==> src/rtl/core/ble_pkg.sv <==
// Shared types, constants and curve tables of the battery level estimator.
package ble_pkg;

	localparam int ADC_W           = 12;
	localparam int MV_W            = 16;
	localparam int PCT_W           = 7;
	localparam int STEP_W          = 7;
	localparam int DVS_W           = 7;
	localparam int CFG_IDX_W       = 3;
	localparam int CFG_DATA_W      = 16;
	localparam int RATIO_FRAC      = 12;
	localparam int SAMPLES_DEFAULT = 8;

	localparam logic [CFG_IDX_W-1:0] REG_RATIO   = 3'd0;
	localparam logic [CFG_IDX_W-1:0] REG_MIN_MV  = 3'd1;
	localparam logic [CFG_IDX_W-1:0] REG_MAX_MV  = 3'd2;
	localparam logic [CFG_IDX_W-1:0] REG_STEP    = 3'd3;

	localparam logic [MV_W-1:0]   RST_RATIO   = 16'd8192;
	localparam logic [MV_W-1:0]   RST_MIN_MV  = 16'd3000;
	localparam logic [MV_W-1:0]   RST_MAX_MV  = 16'd4200;
	localparam logic [STEP_W-1:0] RST_STEP    = 7'd5;

	localparam logic [MV_W:0]     PRESENT_MARGIN_MV = 17'd150;
	localparam logic [PCT_W-1:0]  PCT_MAX     = 7'd100;
	localparam logic [STEP_W-1:0] STEP_PASS   = 7'd1;

	// nine-point curve, 4200 mV down to 3400 mV
	localparam int                CURVE_LAST   = 8;
	localparam logic [MV_W-1:0]   CURVE_TOP_MV = 16'd4200;
	localparam logic [MV_W-1:0]   CURVE_BOT_MV = 16'd3400;
	localparam logic [10:0]       INTERP_HALF  = 11'd50;
	// floor(x / 100) == (x * 1311) >> 17 for x below 2100
	localparam logic [10:0]       RECIP_100    = 11'd1311;
	localparam int                RECIP_SHIFT  = 17;

	typedef enum logic [3:0] {
		ST_ACC,
		ST_MUL,
		ST_SCALE,
		ST_CURVE,
		ST_RECIP,
		ST_QLOAD,
		ST_QDIV,
		ST_QMUL,
		ST_OUT
	} ble_state_t;

	typedef struct packed {
		logic ready;
		logic acc_en;
		logic mul_en;
		logic scale_en;
		logic curve_en;
		logic recip_en;
		logic qdiv_start;
		logic qmul_en;
		logic out_load;
	} ble_cmd_t;

	typedef struct packed {
		logic in_valid;
		logic burst_last;
		logic div_busy;
		logic step_small;
		logic out_busy;
	} ble_sts_t;

	function automatic logic [MV_W-1:0] curve_mv(input logic [3:0] i);
		case (i)
			4'd0:    curve_mv = 16'd4200;
			4'd1:    curve_mv = 16'd4100;
			4'd2:    curve_mv = 16'd4000;
			4'd3:    curve_mv = 16'd3900;
			4'd4:    curve_mv = 16'd3800;
			4'd5:    curve_mv = 16'd3700;
			4'd6:    curve_mv = 16'd3600;
			4'd7:    curve_mv = 16'd3500;
			default: curve_mv = 16'd3400;
		endcase
	endfunction

	function automatic logic [PCT_W-1:0] curve_pct(input logic [3:0] i);
		case (i)
			4'd0:    curve_pct = 7'd100;
			4'd1:    curve_pct = 7'd90;
			4'd2:    curve_pct = 7'd80;
			4'd3:    curve_pct = 7'd65;
			4'd4:    curve_pct = 7'd50;
			4'd5:    curve_pct = 7'd30;
			4'd6:    curve_pct = 7'd15;
			4'd7:    curve_pct = 7'd5;
			default: curve_pct = 7'd0;
		endcase
	endfunction

endpackage

==> src/rtl/core/ble_in_if.sv <==
// Sample channel: one ADC pin reading per item.
interface ble_in_if;
	import ble_pkg::*;

	logic             valid;
	logic             ready;
	logic [ADC_W-1:0] adc_mv;

	modport source (output valid, output adc_mv, input ready);
	modport sink   (input valid, input adc_mv, output ready);
endinterface

==> src/rtl/core/ble_out_if.sv <==
// Reading channel: one charge estimate per item.
interface ble_out_if;
	import ble_pkg::*;

	logic             valid;
	logic             ready;
	logic [MV_W-1:0]  battery_mv;
	logic             present;
	logic [PCT_W-1:0] percent;
	logic             changed;

	modport source (output valid, output battery_mv, output present, output percent,
		output changed, input ready);
	modport sink   (input valid, input battery_mv, input present, input percent,
		input changed, output ready);
endinterface

==> src/rtl/core/ble_div.sv <==
// Restoring divider, one quotient bit per cycle.
module ble_div #(
	parameter int DVD_W = ble_pkg::PCT_W + 1
) (
	input  logic                      clk,
	input  logic                      arst_n,
	input  logic                      start,
	input  logic [DVD_W-1:0]          dividend,
	input  logic [ble_pkg::DVS_W-1:0] divisor,
	output logic                      busy,
	output logic [DVD_W-1:0]          quotient
);
	import ble_pkg::*;

	localparam int CNT_W = $clog2(DVD_W + 1);

	logic [CNT_W-1:0] cnt_q;
	logic [DVD_W-1:0] work_q;
	logic [DVS_W-1:0] rem_q;
	logic [DVS_W-1:0] dvs_q;
	logic [DVS_W:0]   trial;
	logic             fits;

	assign trial = {rem_q, work_q[DVD_W-1]};
	assign fits  = trial >= {1'b0, dvs_q};
	assign busy  = cnt_q != '0;
	assign quotient = work_q;

	always_ff @(posedge clk or negedge arst_n) begin
		if (!arst_n) begin
			cnt_q <= '0;
		end else if (start) begin
			cnt_q <= CNT_W'(DVD_W);
		end else if (busy) begin
			cnt_q <= cnt_q - 1'b1;
		end
	end

	always_ff @(posedge clk) begin
		if (start) begin
			work_q <= dividend;
			rem_q  <= '0;
			dvs_q  <= divisor;
		end else if (busy) begin
			work_q <= {work_q[DVD_W-2:0], fits};
			rem_q  <= fits ? DVS_W'(trial - {1'b0, dvs_q}) : trial[DVS_W-1:0];
		end
	end

endmodule

==> src/rtl/core/ble_ctrl.sv <==
// Sequencer: sample accumulation, scaling, curve lookup, quantization, hand-off.
module ble_ctrl (
	input  logic              clk,
	input  logic              arst_n,
	input  ble_pkg::ble_sts_t sts,
	output ble_pkg::ble_cmd_t cmd
);
	import ble_pkg::*;

	ble_state_t state_q;
	ble_state_t state_d;

	always_ff @(posedge clk or negedge arst_n) begin
		if (!arst_n) begin
			state_q <= ST_ACC;
		end else begin
			state_q <= state_d;
		end
	end

	always_comb begin
		state_d = state_q;
		case (state_q)
			ST_ACC:   if (sts.in_valid && sts.burst_last) state_d = ST_MUL;
			ST_MUL:   state_d = ST_SCALE;
			ST_SCALE: state_d = ST_CURVE;
			ST_CURVE: state_d = ST_RECIP;
			ST_RECIP: state_d = ST_QLOAD;
			ST_QLOAD: state_d = sts.step_small ? ST_OUT : ST_QDIV;
			ST_QDIV:  if (!sts.div_busy) state_d = ST_QMUL;
			ST_QMUL:  state_d = ST_OUT;
			ST_OUT:   if (!sts.out_busy) state_d = ST_ACC;
			default:  state_d = ST_ACC;
		endcase
	end

	always_comb begin
		cmd = '0;
		case (state_q)
			ST_ACC: begin
				cmd.ready  = 1'b1;
				cmd.acc_en = sts.in_valid;
			end
			ST_MUL:   cmd.mul_en = 1'b1;
			ST_SCALE: cmd.scale_en = 1'b1;
			ST_CURVE: cmd.curve_en = 1'b1;
			ST_RECIP: cmd.recip_en = 1'b1;
			ST_QLOAD: cmd.qdiv_start = !sts.step_small;
			ST_QMUL:  cmd.qmul_en = 1'b1;
			ST_OUT:   cmd.out_load = !sts.out_busy;
			default:  cmd = '0;
		endcase
	end

	a_ready_div_idle: assert property (@(posedge clk) disable iff (!arst_n)
		cmd.ready |-> !sts.div_busy)
		else $error("sample taken while divider busy");

	a_qdiv_starts_div: assert property (@(posedge clk) disable iff (!arst_n)
		cmd.qdiv_start |=> sts.div_busy)
		else $error("divider did not start on quantizer load");

	a_load_returns: assert property (@(posedge clk) disable iff (!arst_n)
		cmd.out_load |=> cmd.ready)
		else $error("no return to accumulation after hand-off");

endmodule

==> src/rtl/core/ble_dp.sv <==
// Datapath: registers, accumulator, scaling, curve, quantizer and output register.
module ble_dp #(
	parameter int SAMPLES_PER_READING = ble_pkg::SAMPLES_DEFAULT
) (
	input  logic                           clk,
	input  logic                           arst_n,
	input  logic                           cfg_we,
	input  logic [ble_pkg::CFG_IDX_W-1:0]  cfg_index,
	input  logic [ble_pkg::CFG_DATA_W-1:0] cfg_data,
	input  logic                           in_valid,
	input  logic [ble_pkg::ADC_W-1:0]      adc_mv,
	input  logic                           out_ready,
	output logic                           out_valid,
	output logic [ble_pkg::MV_W-1:0]       out_mv,
	output logic                           out_present,
	output logic [ble_pkg::PCT_W-1:0]      out_percent,
	output logic                           out_changed,
	input  ble_pkg::ble_cmd_t              cmd,
	output ble_pkg::ble_sts_t              sts
);
	import ble_pkg::*;

	localparam int SUM_W  = ADC_W + $clog2(SAMPLES_PER_READING);
	localparam int IDX_W  = (SAMPLES_PER_READING > 1) ? $clog2(SAMPLES_PER_READING) : 1;
	localparam int PROD_W = SUM_W + MV_W;
	localparam int DVD_W  = PROD_W + 1 - RATIO_FRAC;
	localparam logic [PROD_W:0]    RND   = (PROD_W + 1)'(SAMPLES_PER_READING * 2048);
	localparam logic [IDX_W-1:0]   IDX_LAST = IDX_W'(SAMPLES_PER_READING - 1);
	// floor(x / N) == (x * MEAN_RCP) >> MEAN_SH for every x below 2**DVD_W
	localparam int MEAN_SH = DVD_W + $clog2(SAMPLES_PER_READING);
	localparam int RCP_W   = DVD_W + 2;
	localparam int MP_W    = DVD_W + MEAN_SH;
	localparam longint unsigned RCP_FULL =
		((64'd1 << MEAN_SH) + 64'(SAMPLES_PER_READING) - 64'd1) / 64'(SAMPLES_PER_READING);
	localparam logic [RCP_W-1:0]   MEAN_RCP = RCP_W'(RCP_FULL);
	localparam int QDVD_W = PCT_W + 1;

	// configuration
	logic [MV_W-1:0]   ratio_q;
	logic [MV_W-1:0]   min_mv_q;
	logic [MV_W-1:0]   max_mv_q;
	logic [STEP_W-1:0] step_q;

	always_ff @(posedge clk or negedge arst_n) begin
		if (!arst_n) begin
			ratio_q  <= RST_RATIO;
			min_mv_q <= RST_MIN_MV;
			max_mv_q <= RST_MAX_MV;
			step_q   <= RST_STEP;
		end else if (cfg_we) begin
			case (cfg_index)
				REG_RATIO:  ratio_q  <= cfg_data;
				REG_MIN_MV: min_mv_q <= cfg_data;
				REG_MAX_MV: max_mv_q <= cfg_data;
				REG_STEP:   step_q   <= cfg_data[STEP_W-1:0];
				default: ;
			endcase
		end
	end

	// burst accumulation
	logic [SUM_W-1:0] sum_q;
	logic [IDX_W-1:0] idx_q;
	logic [SUM_W-1:0] burst_q;
	logic [SUM_W-1:0] sum_next;
	logic             burst_last;

	assign sum_next   = sum_q + SUM_W'(adc_mv);
	assign burst_last = idx_q == IDX_LAST;

	always_ff @(posedge clk or negedge arst_n) begin
		if (!arst_n) begin
			sum_q <= '0;
			idx_q <= '0;
		end else if (cmd.acc_en) begin
			if (burst_last) begin
				sum_q <= '0;
				idx_q <= '0;
			end else begin
				sum_q <= sum_next;
				idx_q <= idx_q + 1'b1;
			end
		end
	end

	always_ff @(posedge clk) begin
		if (cmd.acc_en && burst_last) begin
			burst_q <= sum_next;
		end
	end

	// scale by the divider ratio
	logic [PROD_W-1:0] prod_q;
	logic [PROD_W:0]   rounded;

	always_ff @(posedge clk) begin
		if (cmd.mul_en) begin
			prod_q <= PROD_W'(burst_q) * PROD_W'(ratio_q);
		end
	end

	assign rounded = {1'b0, prod_q} + RND;

	// mean over the burst by reciprocal multiply
	logic [MP_W-1:0]  mean_prod;
	logic [DVD_W-1:0] mean_q;

	assign mean_prod = MP_W'(rounded[PROD_W:RATIO_FRAC]) * MP_W'(MEAN_RCP);

	always_ff @(posedge clk) begin
		if (cmd.scale_en) begin
			mean_q <= mean_prod[MEAN_SH +: DVD_W];
		end
	end

	// step divider
	logic [QDVD_W-1:0] quot;
	logic              div_busy;
	logic [PCT_W:0]    qnum;

	logic [PCT_W-1:0] pct_q;

	assign qnum = {1'b0, pct_q} + {2'b00, step_q[STEP_W-1:1]};

	ble_div #(
		.DVD_W (QDVD_W)
	) u_div (
		.clk      (clk),
		.arst_n   (arst_n),
		.start    (cmd.qdiv_start),
		.dividend (qnum),
		.divisor  (step_q),
		.busy     (div_busy),
		.quotient (quot)
	);

	// voltage, presence and curve segment
	logic [MV_W-1:0]  mv_sat;
	logic             present_c;
	logic [3:0]       seg;
	logic [PCT_W-1:0] base_c;
	logic [10:0]      x_c;
	logic [6:0]       offs_mv;
	logic [4:0]       rise;

	assign mv_sat    = (|mean_q[DVD_W-1:MV_W]) ? '1 : mean_q[MV_W-1:0];
	assign present_c = (mv_sat >= min_mv_q) &&
		({1'b0, mv_sat} <= ({1'b0, max_mv_q} + PRESENT_MARGIN_MV));

	always_comb begin
		seg = 4'(CURVE_LAST);
		for (int i = CURVE_LAST; i >= 1; i--) begin
			if (mv_sat >= curve_mv(4'(i))) seg = 4'(i);
		end
	end

	assign offs_mv = 7'(mv_sat - curve_mv(seg));
	assign rise    = 5'(curve_pct(seg - 4'd1) - curve_pct(seg));

	always_comb begin
		if (mv_sat >= CURVE_TOP_MV) begin
			base_c = PCT_MAX;
			x_c    = '0;
		end else if (mv_sat <= CURVE_BOT_MV) begin
			base_c = '0;
			x_c    = '0;
		end else begin
			base_c = curve_pct(seg);
			x_c    = 11'(offs_mv) * 11'(rise) + INTERP_HALF;
		end
	end

	logic [MV_W-1:0]  mv_q;
	logic             present_q;
	logic [PCT_W-1:0] base_q;
	logic [10:0]      x_q;

	always_ff @(posedge clk) begin
		if (cmd.curve_en) begin
			mv_q      <= mv_sat;
			present_q <= present_c;
			base_q    <= base_c;
			x_q       <= x_c;
		end
	end

	// divide the interpolation term by the 100 mV span
	logic [21:0] recip_c;

	assign recip_c = 22'(x_q) * 22'(RECIP_100);

	always_ff @(posedge clk) begin
		if (cmd.recip_en) begin
			pct_q <= base_q + PCT_W'(recip_c >> RECIP_SHIFT);
		end
	end

	// quantize to the display step, cap at full
	logic [14:0]      qprod;
	logic [PCT_W-1:0] qm_q;

	assign qprod = 15'(quot) * 15'(step_q);

	always_ff @(posedge clk) begin
		if (cmd.qmul_en) begin
			qm_q <= (qprod > 15'(PCT_MAX)) ? PCT_MAX : qprod[PCT_W-1:0];
		end
	end

	// result register and change tracking
	logic             step_small;
	logic [PCT_W-1:0] pct_final;
	logic             changed_c;
	logic             out_valid_q;
	logic             last_present_q;
	logic [PCT_W-1:0] last_pct_q;
	logic             first_q;

	assign step_small = step_q <= STEP_PASS;
	assign pct_final  = !present_q ? '0 : (step_small ? pct_q : qm_q);
	assign changed_c  = first_q || (present_q != last_present_q) ||
		(present_q && (pct_final != last_pct_q));

	always_ff @(posedge clk or negedge arst_n) begin
		if (!arst_n) begin
			out_valid_q    <= 1'b0;
			last_present_q <= 1'b0;
			last_pct_q     <= '0;
			first_q        <= 1'b1;
		end else begin
			if (cmd.out_load) begin
				out_valid_q    <= 1'b1;
				last_present_q <= present_q;
				last_pct_q     <= pct_final;
				first_q        <= 1'b0;
			end else if (out_ready) begin
				out_valid_q <= 1'b0;
			end
		end
	end

	always_ff @(posedge clk) begin
		if (cmd.out_load) begin
			out_mv      <= mv_q;
			out_present <= present_q;
			out_percent <= pct_final;
			out_changed <= changed_c;
		end
	end

	assign out_valid = out_valid_q;

	assign sts.in_valid   = in_valid;
	assign sts.burst_last = burst_last;
	assign sts.div_busy   = div_busy;
	assign sts.step_small = step_small;
	assign sts.out_busy   = out_valid_q && !out_ready;

	a_absent_zero: assert property (@(posedge clk) disable iff (!arst_n)
		(out_valid_q && !out_present) |-> (out_percent == '0))
		else $error("percent non-zero while absent");

	a_pct_cap: assert property (@(posedge clk) disable iff (!arst_n)
		out_valid_q |-> (out_percent <= PCT_MAX))
		else $error("percent above full");

	a_first_flagged: assert property (@(posedge clk) disable iff (!arst_n)
		(cmd.out_load && first_q) |=> out_changed)
		else $error("first reading not flagged");

	a_burst_clears: assert property (@(posedge clk) disable iff (!arst_n)
		(cmd.acc_en && burst_last) |=> (sum_q == '0 && idx_q == '0))
		else $error("accumulator not cleared at end of burst");

endmodule

==> src/rtl/core/battery_level_estimator.sv <==
// Top level of the battery level estimator: sequencer plus datapath.
//
//  channel    dir  handshake         payload
//  sample     in   valid / ready     adc_mv (12 bit pin mV)
//  reading    out  valid / ready     battery_mv, present, percent, changed
//  cfg        in   cfg_we only       cfg_index (3 bit), cfg_data (16 bit)
//
// Sequence: a sample that does not close a burst is accepted without holding off
// the input. The sample that closes a burst is followed by these steps with the input
// held off: product, mean by reciprocal multiply, curve segment, interpolation,
// quantizer load, the bit-serial step division, step multiply, hand-off.
// With a display step of 0 or 1 the division and step multiply are skipped.
// Reset: asynchronous, active low; registers go to their defaults, the burst is
// empty and the next reading is flagged as changed.
// Stalls: the reading waits in an output register; samples keep being taken
// meanwhile, and only the hand-off of the next reading waits on it being taken.
module battery_level_estimator #(
	parameter int SAMPLES_PER_READING = ble_pkg::SAMPLES_DEFAULT
) (
	input  logic                           clk,
	input  logic                           arst_n,
	input  logic                           cfg_we,
	input  logic [ble_pkg::CFG_IDX_W-1:0]  cfg_index,
	input  logic [ble_pkg::CFG_DATA_W-1:0] cfg_data,
	ble_in_if.sink                         sample,
	ble_out_if.source                      reading
);
	import ble_pkg::*;

	ble_cmd_t cmd;
	ble_sts_t sts;

	// sequencer: holds off samples while a burst result is in work
	ble_ctrl u_ctrl (
		.clk    (clk),
		.arst_n (arst_n),
		.sts    (sts),
		.cmd    (cmd)
	);

	assign sample.ready = cmd.ready;

	// datapath: registers, accumulator, divider, curve and result register
	ble_dp #(
		.SAMPLES_PER_READING (SAMPLES_PER_READING)
	) u_dp (
		.clk         (clk),
		.arst_n      (arst_n),
		.cfg_we      (cfg_we),
		.cfg_index   (cfg_index),
		.cfg_data    (cfg_data),
		.in_valid    (sample.valid),
		.adc_mv      (sample.adc_mv),
		.out_ready   (reading.ready),
		.out_valid   (reading.valid),
		.out_mv      (reading.battery_mv),
		.out_present (reading.present),
		.out_percent (reading.percent),
		.out_changed (reading.changed),
		.cmd         (cmd),
		.sts         (sts)
	);

endmodule
==> src/flat_wrapper.sv <==
// flat-port wrapper written by rule: the top's interface ports become plain ports
module battery_level_estimator_flat import ble_pkg::*;
#(
	parameter int SAMPLES_PER_READING = ble_pkg::SAMPLES_DEFAULT
)
  (clk, arst_n, cfg_we, cfg_index, cfg_data, sample_valid, sample_adc_mv, sample_ready, reading_valid, reading_battery_mv, reading_present, reading_percent, reading_changed, reading_ready);
  ble_in_if sample_i ();
  ble_out_if reading_i ();
  input  logic clk;
  input  logic arst_n;
  input  logic cfg_we;
  input  logic [ble_pkg::CFG_IDX_W-1:0] cfg_index;
  input  logic [ble_pkg::CFG_DATA_W-1:0] cfg_data;
  input wire logic [$bits(sample_i.valid)-1:0] sample_valid;
  input wire logic [$bits(sample_i.adc_mv)-1:0] sample_adc_mv;
  output wire logic [$bits(sample_i.ready)-1:0] sample_ready;
  output wire logic [$bits(reading_i.valid)-1:0] reading_valid;
  output wire logic [$bits(reading_i.battery_mv)-1:0] reading_battery_mv;
  output wire logic [$bits(reading_i.present)-1:0] reading_present;
  output wire logic [$bits(reading_i.percent)-1:0] reading_percent;
  output wire logic [$bits(reading_i.changed)-1:0] reading_changed;
  input wire logic [$bits(reading_i.ready)-1:0] reading_ready;
  assign sample_i.valid = sample_valid;
  assign sample_i.adc_mv = sample_adc_mv;
  assign sample_ready = sample_i.ready;
  assign reading_valid = reading_i.valid;
  assign reading_battery_mv = reading_i.battery_mv;
  assign reading_present = reading_i.present;
  assign reading_percent = reading_i.percent;
  assign reading_changed = reading_i.changed;
  assign reading_i.ready = reading_ready;
  battery_level_estimator #(.SAMPLES_PER_READING(SAMPLES_PER_READING)) u_core (.clk(clk), .arst_n(arst_n), .cfg_we(cfg_we), .cfg_index(cfg_index), .cfg_data(cfg_data), .sample(sample_i), .reading(reading_i));
endmodule
==> config.mk <==
export PLATFORM = sky130hd
export DESIGN_NAME = battery_level_estimator_flat
export DESIGN_NICKNAME = d
export VERILOG_FILES = /design/src/rtl/core/ble_pkg.sv /design/src/rtl/core/ble_in_if.sv /design/src/rtl/core/ble_out_if.sv /design/src/rtl/core/ble_div.sv /design/src/rtl/core/ble_ctrl.sv /design/src/rtl/core/ble_dp.sv /design/src/rtl/core/battery_level_estimator.sv /design/src/flat_wrapper.sv
export SDC_FILE = /design/constraint.sdc
export NUM_CORES = 1
export LEC_CHECK = 0
export BUFFER_PORTS_ARGS = -buffer_cell sky130_fd_sc_hd__buf_2
export CORE_ASPECT_RATIO = 0.6
export CORE_MARGIN = 3
export CORE_UTILIZATION = 24
export CTS_CLUSTER_DIAMETER = 40
export DETAILED_ROUTE_END_ITERATION = 10
export HOLD_SLACK_MARGIN = 0.05
export PLACE_DENSITY = 0.4
export SYNTH_ARGS = -nofsm -noshare
export SYNTH_HDL_FRONTEND = slang
export SYNTH_SLANG_ARGS = --single-unit
export TNS_END_PERCENT = 1
==> constraint.sdc <==
create_clock -name clk -period 6.9 [get_ports clk]
set_input_delay 0.345 -clock clk [delete_from_list [all_inputs] [get_ports clk]]
set_output_delay 0.345 -clock clk [all_outputs]
set_load 0.02 [all_outputs]
==> results.md <==
- Status: completed
- Post-DP HPWL: 52800 µm
- Syn. warnings: 0
- Placed inst area: 26800 µm²
- Final Core Density: 28.7%
- Worst setup EP type: flop
- Top cell type by total area after synthesis: fa_1
- Core ar.: 99200 µm²
- Highest fanout seen on the critical path: 5
- Vias in the first global route: 18143
- Slowest stage delay, CP: 0.60 ns
- GRT Util Overall: 12.7%
- Largest family of logic cells by synthesized area: adder cells
- Post-Syn Area: 24200 µm²
- Worst path arrival time: 6.96 ns
- Slew @ Worst Pin: 0.921 ns
- Port Buf Inserts: 62
- RePlAce Congestion: 0.798
- Final setup violation count: 0
- Most numerous cell in the Yosys netlist: inv_1
- Starting Density: 24.4%
- Worst-Skew Late Latency: 0.56 ns
- Async SR Flop Fraction: 38.6%
- Synth Area in XOR/XNOR: 3.87%
- Clk slew on worst S/H paths: 0.06 ns
- Simple-gate share of the synthesized area: 14.0%
- Synth top area share: 22.1%
- Fin nets: 3159
- Synth Net Count: 3008
- Register bit total from synthesis: 236
- Grt total ovfl: 0
- Synth cell types: 75
- CTS Root Buffer Type: clkbuf_16
- Peak Freq: 0.150 GHz
- Top post-synthesis cells by count: inv_1 (376), ha_1 (301), nand2_1 (279), fa_1 (267), edfxtp_1 (138)
- Max-cap violations: 0
- Final wirelength: 64800 µm
- Endpoints failing hold: 0
- Critical path class: reg -> reg
- Fillers: 10352
- Mean Syn Cell Area: 10.1 µm²
- Min cycle time layout: 6.69 ns
- Ranking of synthesized cells by area: fa_1 (22%), edfxtp_1 (17%), ha_1 (16%)
- H-Tree Depth: 2
- Die area: 105000 µm²
- Mux contribution to synthesized area: 2.45%
- Vias per cell: 4.35
- CTS tree: yes
- Hold Path Class: in -> reg
- Clock Sinks: 236
- Die Wd: 416 µm
- Fin. max-slew vios: 0
- Die H: 252 µm
- Slowest cell on crit path: or4_4
- Clock Skews: 0.0361 ns
- Inserted Clock Buffers: 41
- Area of the multi-input gates: 16200 µm²
- Fin crit share: 96.9%
- Antenna violations before repair: 1
- Number of flops mapped to enable cells by yosys: 138
- Wirelength per Cell: 16.6 µm
- Dominant synthesized flop cell: edfxtp_1
- Post-synthesis adder-cell area fraction: 37.7%
- RSZ-0062 raised after global routing: true
- Critical path startpoint category: flop
- Final worst slack: 0.213 ns
- Worst hold path stage count: 3
- Clock Tree Buf Depth: 3
- Post-synthesis sequential area ratio: 27.2%
- Flip-flop and latch area: 6580 µm²
- # DRC: 0
- First-pass GRT wire length: 105000 µm
- Detailed-route via count: 17003
- Compound-cell area share of the yosys netlist: 7.87%
- DRT Pass-1 Iters: 5
- 1st-iter DRT viols: 1070
- WP data required: 7.18 ns
- Pre-CTS WS: -0.113 ns
- Fraction of layout cells with a size suffix above 1: 14.1%
- Antenna Nets Post-Route: 0
- Reg2reg path depth: 28
- Area Overhead vs Synth: 17.5%
- Rel. slew slack: 38.1%
- Std-Cell Rows: 89
- Pin count of the biggest net entering global routing: 53
- Post-route design area: 28500 µm²
- Synth Instances: 2404
- Io pins: 63
==> worst max-delay path, delay by kind of cell, from the launching register on <==
family          cells  cell delay, ns
fa+ha+maj           7            2.52
buf+inv             2            0.09
flops               1            0.44
compound gates      6            0.93
simple gates       10            1.96
xor+xnor            3            0.48
==> placed cells by master, fill, tap and decap left out, types with 9 or more instances in the layout <==
master / instances
a211oi_1: 10
a21o_1: 36
a21oi_1: 61
a22o_1: 9
a31oi_1: 12
and2_1: 126
and3_1: 12
buf_2: 61
buf_4: 111
clkbuf_16: 41
dfrtp_1: 73
dfstp_2: 15
edfxtp_1: 138
fa_1: 265
ha_1: 297
inv_1: 376
inv_6: 10
mux2_2: 43
mux2i_1: 10
nand2_1: 276
nand2b_1: 27
nand3_1: 27
nand4_1: 17
nor2_1: 97
nor2b_1: 21
nor3_1: 20
o211ai_1: 10
o21a_1: 13
o21ai_0: 76
o21bai_1: 10
or2_2: 16
xnor2_1: 65
xor2_1: 40
==> metal layers <==
| metal | vias to the layer above | share of wire (%) | global-route usage (%) |
|---|---|---|---|
| li1 | 8228 | - | - |
| met4 | 0 | 1.7 | 2.77 |
| met5 | - | 0 | 0 |
| met3 | 61 | 3.7 | 1.59 |
| met2 | 266 | 40 | 18.2 |
| met1 | 8448 | 54 | 20.1 |
==> flip-flops by register name (all words and copies together) (netlist names), 8 cells and up <==
| signal | flops |
|---|---|
| u_core.u_dp.max_mv_q | 16 |
| u_core.u_dp.u_div.quotient | 8 |
| u_core.u_dp.mv_q | 16 |
| u_core.u_dp.ratio_q | 16 |
| u_core.u_dp.prod_q | 17 |
| u_core.u_dp.out_mv | 16 |
| u_core.u_dp.x_q | 11 |
| u_core.u_dp.min_mv_q | 16 |
| u_core.u_dp.sum_q | 15 |
| u_core.u_dp.burst_q | 15 |
| u_core.u_dp.mean_q | 17 |
==> stage by stage <==
step                      TNS (ns)  hold slack, ns  cells
after floorplan                  0          0.0494   2404
after global routing       -0.0654          0.0562   3908
after CTS                        0          0.0560   3906
final                            0          0.0909   3909
after global placement      -0.111           0.380   3826
after detailed placement    -0.171           0.390   3826
==> layout make-up <==
type | instances | share of cell area, %
clock inverter | 28 | 1.34
sequential | 236 | 23.1
timing repair buffer | 177 | 4.18
multi-input combinational | 1720 | 56.8
tap | 1319 | 5.80
inverter | 379 | 5.00
clock buffer | 48 | 3.77
antenna | 2 | 0.0176
==> final timing paths <==
kind | start | end | slack, ns
min in group asynchronous | arst_n | u_core.u_dp.sum_q[6] | 0.34
worst min-delay path | cfg_data[9] | u_core.u_dp.min_mv_q[9] | 0.09
worst max register to register | u_core.u_dp.mean_q[16] | u_core.u_dp.x_q[10] | 0.21
max in group asynchronous | arst_n | u_core.u_dp.ratio_q[5] | 5.41
worst min register to register | u_core.u_dp.mv_q[15] | u_core.u_dp.out_mv[15] | 0.40
worst max-delay path | u_core.u_dp.mean_q[16] | u_core.u_dp.x_q[10] | 0.21
==> cells by family after synthesis <==
| family | count (synthesis) |
|---|---|
| DFF | 236 |
| buffers and inverters | 448 |
| muxes | 54 |
| and+or+nand+nor | 695 |
| AOI/OAI and AO/OA | 293 |
| xor gates and xnor gates | 107 |
| adders and majority gates | 571 |
==> repair_timing <==
action | CTS | global route
pin swaps | 1 | 24
buffers inserted | 1 | 1
endpoints found under the hold margin | 32 | 0
resized for setup | 6 | 29
setup endpoints to repair | 2 | 6
hold buffers | 3 | 0
Power is not shown: default switching activity piles up to over one toggle a cycle in this logic, so the estimate is an artifact.
